### config.mk
export PLATFORM = sky130hd
export DESIGN_NAME = pixel_format_to_argb32
export DESIGN_NICKNAME = d
export VERILOG_FILES = /design/src/hdl/pfa_pkg.sv /design/src/hdl/pfa_cfg_regs.sv /design/src/hdl/pfa_convert.sv /design/src/hdl/pixel_format_to_argb32.sv
export SDC_FILE = /design/constraint.sdc
export NUM_CORES = 1
export LEC_CHECK = 0
export ABC_AREA = 1
export BUFFER_PORTS_ARGS = -buffer_cell sky130_fd_sc_hd__buf_4
export CAP_MARGIN = 20
export CORE_MARGIN = 1
export CORE_UTILIZATION = 30
export DETAILED_ROUTE_END_ITERATION = 6
export PLACE_DENSITY = 0.56
export SETUP_SLACK_MARGIN = 0.15
export SYNTH_ARGS = -nofsm -noshare
export SYNTH_HDL_FRONTEND = slang
export SYNTH_SLANG_ARGS = --single-unit
export TNS_END_PERCENT = 50
### constraint.sdc
create_clock -name clk -period 6.4 [get_ports clk]
set_clock_uncertainty 0.1 [all_clocks]
set_input_delay 0.32 -clock clk [delete_from_list [all_inputs] [get_ports clk]]
set_output_delay 0.32 -clock clk [all_outputs]
set_load 0.05 [all_outputs]
### src/hdl/pfa_pkg.sv
// Shared types and constants for the pixel format to ARGB32 converter.
`default_nettype none

package pfa_pkg;

	// Source format codes; codes above MRGB32 convert as ARGB32.
	typedef enum logic [3:0] {
		FMT_MONO   = 4'd0,
		FMT_MASK   = 4'd1,
		FMT_RGBX   = 4'd2,
		FMT_RGB    = 4'd3,
		FMT_RGBA   = 4'd4,
		FMT_RGB32  = 4'd5,
		FMT_ARGB32 = 4'd6,
		FMT_RGBM   = 4'd7,
		FMT_MRGB32 = 4'd8
	} src_fmt_t;

	// Configuration register indexes.
	typedef enum logic [1:0] {
		REG_SOURCE_FORMAT = 2'd0,
		REG_MASK_RED      = 2'd1,
		REG_MASK_GREEN    = 2'd2,
		REG_MASK_BLUE     = 2'd3
	} reg_idx_t;

	localparam logic [7:0] OPAQUE_ALPHA = 8'hff;

	typedef struct packed {
		logic [7:0] byte_zero;
		logic [7:0] byte_one;
		logic [7:0] byte_two;
		logic [7:0] byte_three;
		logic       line_end_in;
	} pixel_in_t;

	typedef struct packed {
		logic [31:0] argb_pixel;
		logic        line_end_out;
	} pixel_out_t;

	typedef struct packed {
		logic [3:0] source_format;
		logic [7:0] mask_red;
		logic [7:0] mask_green;
		logic [7:0] mask_blue;
	} cfg_t;

endpackage

`default_nettype wire

### src/hdl/pfa_cfg_regs.sv
// Configuration register file of the pixel format converter.
`default_nettype none

module pfa_cfg_regs (
	input  wire logic              clk,
	input  wire logic              arst_n,
	input  wire logic              wr_en,
	input  wire pfa_pkg::reg_idx_t wr_index,
	input  wire logic [7:0]        wr_data,
	output pfa_pkg::cfg_t          cfg
);

	pfa_pkg::cfg_t cfg_q;

	always_ff @(posedge clk or negedge arst_n) begin
		if (!arst_n) begin
			cfg_q.source_format <= pfa_pkg::FMT_ARGB32;
			cfg_q.mask_red      <= 8'd0;
			cfg_q.mask_green    <= 8'd0;
			cfg_q.mask_blue     <= 8'd0;
		end else if (wr_en) begin
			unique case (wr_index)
				pfa_pkg::REG_SOURCE_FORMAT: cfg_q.source_format <= wr_data[3:0];
				pfa_pkg::REG_MASK_RED:      cfg_q.mask_red      <= wr_data;
				pfa_pkg::REG_MASK_GREEN:    cfg_q.mask_green    <= wr_data;
				pfa_pkg::REG_MASK_BLUE:     cfg_q.mask_blue     <= wr_data;
				default: ;
			endcase
		end
	end

	assign cfg = cfg_q;

endmodule

`default_nettype wire

### src/hdl/pfa_convert.sv
// Combinational conversion of one source pixel into an ARGB32 word.
`default_nettype none

module pfa_convert (
	input  wire pfa_pkg::cfg_t      cfg,
	input  wire pfa_pkg::pixel_in_t pix_in,
	output pfa_pkg::pixel_out_t     pix_out
);

	logic [7:0]  b0, b1, b2, b3;
	logic [7:0]  scale_a, col_r, col_g, col_b;
	logic [15:0] prod_r, prod_g, prod_b;
	logic [31:0] word;

	assign b0   = pix_in.byte_zero;
	assign b1   = pix_in.byte_one;
	assign b2   = pix_in.byte_two;
	assign b3   = pix_in.byte_three;
	assign word = {b3, b2, b1, b0};

	// Pick the scaling operands; only mask, rgbm and mrgb32 use the products.
	always_comb begin
		scale_a = b3;
		col_r   = b0;
		col_g   = b1;
		col_b   = b2;
		if (cfg.source_format == pfa_pkg::FMT_MASK) begin
			scale_a = pfa_pkg::OPAQUE_ALPHA - b0;
			col_r   = cfg.mask_red;
			col_g   = cfg.mask_green;
			col_b   = cfg.mask_blue;
		end else if (cfg.source_format == pfa_pkg::FMT_MRGB32) begin
			col_r = b2;
			col_b = b0;
		end
	end

	assign prod_r = col_r * scale_a;
	assign prod_g = col_g * scale_a;
	assign prod_b = col_b * scale_a;

	always_comb begin
		pix_out.line_end_out = pix_in.line_end_in;
		unique case (cfg.source_format)
			pfa_pkg::FMT_MONO:
				pix_out.argb_pixel = {pfa_pkg::OPAQUE_ALPHA, b0, b0, b0};
			pfa_pkg::FMT_RGBX, pfa_pkg::FMT_RGB:
				pix_out.argb_pixel = {pfa_pkg::OPAQUE_ALPHA, b0, b1, b2};
			pfa_pkg::FMT_RGBA:
				pix_out.argb_pixel = {b3, b0, b1, b2};
			pfa_pkg::FMT_MASK, pfa_pkg::FMT_RGBM, pfa_pkg::FMT_MRGB32:
				pix_out.argb_pixel = {scale_a, prod_r[15:8], prod_g[15:8], prod_b[15:8]};
			default:
				pix_out.argb_pixel = word;
		endcase
	end

endmodule

`default_nettype wire

### src/hdl/pixel_format_to_argb32.sv
// Top level of the pixel format to ARGB32 converter.
//
// Channels: src_* carries one source pixel (four bytes in memory order plus
// a line-end flag) per transaction; dst_* carries the ARGB32 result and the
// copied flag. Both use valid/ready. cfg_* writes one configuration register
// per transaction (index 0 source format, 1..3 mask red/green/blue); it is
// always ready and must only be used while no pixel is in flight.
// Path: a pixel accepted at a clock edge lands in the input register at
// that edge, is converted combinationally and is then registered into the
// result register, from which it is presented on dst.
// Throughput: one pixel per cycle while dst_ready is high; the three 8x8
// channel multipliers sit between the input and result registers.
// Stall: when dst_ready is low the result holds and the input register still
// takes one more pixel; src_ready drops only when both stages are full.
// Reset: arst_n clears both stage valids and loads the format register with
// ARGB32 and the mask colour with black.
`default_nettype none

module pixel_format_to_argb32 (
	input  wire logic               clk,
	input  wire logic               arst_n,
	input  wire logic               src_valid,
	output logic                    src_ready,
	input  wire pfa_pkg::pixel_in_t src_data,
	output logic                    dst_valid,
	input  wire logic               dst_ready,
	output pfa_pkg::pixel_out_t     dst_data,
	input  wire logic               cfg_valid,
	output logic                    cfg_ready,
	input  wire logic [1:0]         cfg_index,
	input  wire logic [7:0]         cfg_data
);

	pfa_pkg::cfg_t       cfg;
	pfa_pkg::pixel_in_t  data_s1;
	pfa_pkg::pixel_out_t conv;
	pfa_pkg::pixel_out_t data_s2;
	logic                valid_s1;
	logic                valid_s2;
	logic                adv_s2;

	assign cfg_ready = 1'b1;

	pfa_cfg_regs u_cfg (
		.clk      (clk),
		.arst_n   (arst_n),
		.wr_en    (cfg_valid),
		.wr_index (pfa_pkg::reg_idx_t'(cfg_index)),
		.wr_data  (cfg_data),
		.cfg      (cfg)
	);

	// Result register takes a new pixel when empty or being drained.
	assign adv_s2    = !valid_s2 || dst_ready;
	// Input register takes a new pixel when empty or moving on.
	assign src_ready = !valid_s1 || adv_s2;

	always_ff @(posedge clk or negedge arst_n) begin
		if (!arst_n) begin
			valid_s1 <= 1'b0;
		end else if (src_ready) begin
			valid_s1 <= src_valid;
		end
	end

	// Payload needs no reset; load it whenever a transaction enters.
	always_ff @(posedge clk) begin
		if (src_ready && src_valid) begin
			data_s1 <= src_data;
		end
	end

	pfa_convert u_convert (
		.cfg     (cfg),
		.pix_in  (data_s1),
		.pix_out (conv)
	);

	always_ff @(posedge clk or negedge arst_n) begin
		if (!arst_n) begin
			valid_s2 <= 1'b0;
		end else if (adv_s2) begin
			valid_s2 <= valid_s1;
		end
	end

	always_ff @(posedge clk) begin
		if (adv_s2 && valid_s1) begin
			data_s2 <= conv;
		end
	end

	assign dst_valid = valid_s2;
	assign dst_data  = data_s2;

	// Backpressure only when both stages are full.
	a_ready_full: assert property (@(posedge clk) disable iff (!arst_n)
		!src_ready |-> (valid_s1 && valid_s2))
		else $error("src_ready low while a stage is empty");

	// An accepted transaction lands in the input register.
	a_accept_s1: assert property (@(posedge clk) disable iff (!arst_n)
		(src_valid && src_ready) |=> valid_s1)
		else $error("accepted pixel lost before input register");

	// A blocked input register holds its pixel.
	a_hold_s1: assert property (@(posedge clk) disable iff (!arst_n)
		(valid_s1 && !adv_s2) |=> (valid_s1 && $stable(data_s1)))
		else $error("input register changed while blocked");

	// The line-end flag moves with its pixel into the result register.
	a_line_end: assert property (@(posedge clk) disable iff (!arst_n)
		(valid_s1 && adv_s2) |=>
		(dst_valid && (dst_data.line_end_out == $past(data_s1.line_end_in))))
		else $error("line-end flag mismatch at result register");

endmodule

`default_nettype wire

After elaboration in Yosys (flattened, before gate mapping) --
Cells that the tools add are included.
Storage, ports and cells: register bits 96, input port bits 48, logic and storage cells 47, output and inout port bits 36
Operators by class: multipliers 3, eq/ne operators 9, multiplexer cells 7, $add $sub $neg 1, reduce and logical (&&, ||, !) cells 14
Operators with widths (number):
- 32-bit case mux with 4 select lines | 1
- 8-bit by 8-bit multiplier with 16-bit output | 3
- 8-bit two-way mux | 6
- 4-bit by 2-bit == test with 1-bit output, second input constant | 2
- 4-bit by 3-bit == test with 1-bit output, second input constant | 2
- 2-bit AND reduction | 4
- 8-bit subtractor, first input constant | 1
- 2-bit == test, second input constant | 2
- 4-bit by 1-bit == test with 1-bit output, second input constant | 1
- 4-bit == test, second input constant | 1
- 4-bit zero test | 1
- 3-bit OR reduction | 1
- 2-bit by 1-bit == test with 1-bit output, second input constant | 1
- 1-bit logical AND | 2
- 1-bit zero test | 2
- 2-bit zero test | 1
- 1-bit logical OR | 2
- 2-bit OR reduction | 1

Longest topological paths before layout --
depth after elaboration 5, mapped depth 31, depth with buffers taken out 27

Hierarchy --
From an unflattened synthesis, not the netlist that was laid out.
Second synthesis, totals: cell total of the unflattened synthesis 1307, area, all modules 10613.9 um2
Modules (own cells, without submodules):
- pfa_convert | area an instance 7360.8 um2, sequential area each 0.0 um2, times used 1, cells an instance 1101
- pixel_format_to_argb32 | area an instance 2088.3 um2, sequential area each 2031.9 um2, times used 1, cells an instance 80
- pfa_cfg_regs | area an instance 1164.9 um2, sequential area each 703.2 um2, times used 1, cells an instance 126

Worst setup path before layout --
Ideal clock, no wire load.
kind register to register, from register u_cfg.cfg_q (netlist bit u_cfg.cfg[26]), to register data_s2 (netlist bit dst_data[15]), data pin, path slack 1153 ps, period minus slack after synthesis 5247 ps, data arrival time 4886 ps, buffers on the path 4, required time 6039 ps, stages on the path, launching flop included 25, setup time 261 ps, path through dfstp_2 nor2_2 nand2_4 buf_6 buf_6 buf_6 buf_2 o21ai_0 inv_1 nor2_1 fa_1 inv_1 fa_1 inv_1 fa_1 inv_1 fa_1 inv_1 ha_1 a21oi_1 o21ai_0 a221oi_1 nand3_1 nand3_1 nand3_1
RTL lines:
- start: declaration | RTL line pfa_cfg_regs.sv:13 | pfa_pkg::cfg_t cfg_q;
- end signal: assignment | RTL line pixel_format_to_argb32.sv:89 | data_s2 <= conv;
- end: declaration | RTL line pixel_format_to_argb32.sv:37 | pfa_pkg::pixel_out_t data_s2;

==> impl_results.md <==
- Synth Net Count: 1528
- R2R depth: 21
- Pin count of the biggest net entering global routing: 35
- Clock Pin Slew Worst Setup and Hold Paths: about 0.090 ns
- Crit-path max FO: 34
- Pre-antenna DRT Iters: 5
- Min cycle time layout: roughly 6 ns
- H-tree levels: 3
- Placer Congestion: about 0.9
- Postcts setup bufs: 0
- Ant. Diodes: 0
- Layout fillers: approximately 3.6k
- Die X: about 190 microns
- Status: finished clean
- Port Buffers: 82
- Share of the synthesized area in the top cell type: 0.200
- Starting Density: 0.305
- Worst hold path type: primary input to flip-flop
- CTS tree: built
- Setup WS post-layout: slightly above 0.4 ns
- R2R Path End: dst_data[15]$_DFFE_PP_
- Final Setup Violations: 0
- Die Ht: 189 microns
- First-pass GRT wire length: between 40000 and 50000 microns
- Worst setup path end: dst_data[15]$_DFFE_PP_
- Worst VDD drop: around 0.27 mV
- Post-detailed-route count of antenna-violating nets: 0
- Total number of vias: approximately 9k
- Clock root cell: clkbuf_16
- WP data arrival: 6.00 ns
- Dominant cells by area after synthesis: fa_1, edfxtp_1, ha_1
- Max_cap viols: 0
- Mapped Cells: about 1.3k
- Initial antenna violation count: 0
- Worst-margin pin slew: roughly 1.1 ns
- Post-synth top area cell: fa_1
- Drt initial violations: 701
- Area of the die: 35800 sq um
- Worst rel slew slack: 0.273
- Total leakage power: 6.05 nW
- Power Density: 565 nW/um^2
- Pre-CTS setup slack: between 0.3 and 0.4 ns
- Seq/Total Area, Yosys: 0.260
- Syn Std Cell Area: ~11000 sq um
- Setup Crit Path Kind: flip-flop to flip-flop
- Post-DR vias/cell: around 5
- Final nets: between 1.5k and 2k
- Layout area overhead: 14.2%
- Overflow after GRT: 0
- Number of global-route vias before repair: ~9k
- Share of cells above drive strength 1: 0.124
- Sink count of the clock tree: 96
- Cell Rows: 68
- Slew Limit Fails: 0
- Post-synthesis register bit count: 96
- R2R Setup Slk: 0.41 ns
- Total Routed Length: around 31000 microns
- Worst skew pair latency: approximately 0.38 ns
- Final setup TNS: 0 ns
- Critical Path Start: u_cfg.cfg[26]$_DFFE_PN1P_
- Post-DP HPWL: 25600 microns
- RR Startpoint: u_cfg.cfg[26]$_DFFE_PN1P_
- Period utilisation layout: 0.936
- DR WL/cell: about 17 microns
- Core Region: roughly 34000 sq um
- DRC violations left: 0
- Max Root-Sink Buffers: 2
- Post-synth cell types: 51
- RSZ-0062 raised after global routing: no
- Max Fclk: 167 MHz
- Req. time, crit path: roughly 6.4 ns
- I/O pin total: 84
- Final Hold Viols: 0
- Ys Warns: 0
- GRT Util Overall: 0.179
- CTS buffer count: 9
- Crit path launch type: flip-flop
- Synth Area per Inst: 8.23 sq um
- Crit path capture type: flip-flop
==> layout make-up <==
cell class | instances | area [sq um] | area share
inverter | 248 | 933 | 0.0778
multi-input combinational | 900 | 6670 | 0.556
clock buffer | 9 | 225 | 0.0188
clock inverter | 7 | 97.6 | 0.00814
timing repair buffer | 101 | 761 | 0.0634
tap | 455 | 569 | 0.0475
sequential | 96 | 2740 | 0.228
==> kinds of logic after synthesis <==
group                      count (synthesis)  share of synthesized area
xor gates and xnor gates                   3                    0.00250
other                                      1                   0.000357
DFF                                       96                      0.260
AOI/OAI and AO/OA                        182                      0.102
adders and majority gates                204                      0.318
buffers and inverters                    280                      0.107
and+or+nand+nor                          510                      0.210
==> report_power, final <==
group	internal, mW	switching [mW]	total (mW)
clock	0.317	0.288	0.604
sequential	0.828	0.0780	0.906
combinational	1.84	3.43	5.27
==> per-stage QoR <==
stage | hold WS, ns | std cells | instance area [sq um] | utilization | total power [mW]
after floorplan | -0.0756 | 1276 | 10500 | - | 4.81
after global placement | 0.173 | 1799 | 11600 | 0.338 | 6.11
after detailed placement | 0.172 | 1799 | 11600 | 0.338 | 6.13
after CTS | 0.00861 | 1816 | 12000 | 0.348 | 6.79
after global routing | 0.0141 | 1816 | 12000 | 0.348 | 7.61
final | 0.0194 | 1816 | 12000 | 0.348 | 6.78
==> cell usage in the layout, fill, tap and decap left out, types with 16 or more instances in the layout <==
cell,Yosys,routed
edfxtp_1,66,66
dfrtp_1,28,28
nand2_1,216,216
nand3_1,57,57
o21ai_1,16,17
a21oi_1,46,44
nor2_1,176,176
ha_1,99,99
fa_1,105,105
o21ai_0,68,67
inv_1,240,240
o211ai_1,16,16
buf_4,3,100
==> registers in the layout, summed over array words and instances, names as in the netlist <==
signal     flops
data_s1       33
dst_data      33
dst_valid      1
u_cfg.cfg     28
valid_s1       1
==> critical path: stages (launching register included) <==
cell and delay (ns):
dfstp_2 0.59, nor2_2 0.09, nand2_8 0.23, inv_2 0.12
or2_2 0.28, o21ai_1 0.33, inv_1 0.37, nand2_1 0.18
fa_1 0.43, fa_1 0.49, inv_1 0.05, fa_1 0.47
inv_1 0.05, fa_1 0.48, inv_1 0.05, ha_1 0.30
a21oi_1 0.24, o21ai_0 0.18, a221oi_1 0.33, nand3_1 0.12
nand3_1 0.14, nand3_1 0.12
==> worst min path at each step <==
stage,startpoint,to,cells past startpoint
after floorplan,arst_n,dst_valid$_DFFE_PN0P_,0
after CTS,src_data[2],data_s1[2]$_DFFE_PP_,1
after global routing,src_data[31],data_s1[31]$_DFFE_PP_,1
after global placement,arst_n,valid_s1$_DFFE_PN0N_,1
after detailed placement,arst_n,valid_s1$_DFFE_PN0N_,1
final,src_data[2],data_s1[2]$_DFFE_PP_,1
==> cell usage after synthesis (all sizes together) <==
library cell  number
a21o               3
nor2             185
dfstp              2
nand3b             3
inv              248
edfxtp            66
nor3              10
a31oi              2
clkbuf            11
a221oi             5
buf               21
or2               12
o211ai            17
a21oi             47
o22ai              6
o21bai             9
nand3             60
nor3b              1
and3               1
ha                99
a21boi             2
fa               105
dfrtp             28
conb               1
nor4               3
nand4              6
xnor2              3
o21ai             89
o21a               1
and2               2
o221ai             1
nand2            227
==> routing by layer <==
layer,up-vias,part of all wire,GRT usage
li1,4213,-,-
met1,4258,0.47,0.253
met2,330,0.44,0.279
met3,49,0.060,0.0208
met4,0,0.029,0.0667
met5,-,0,0
==> repair_timing <==
action / CTS / global route
hold buffers: 1 / 0
gates resized for setup: 0 / 2
endpoints found under the setup margin: 0 / 4
endpoints found under the hold margin: 28 / 0
Note: power is estimated with default switching activity, not from simulation.
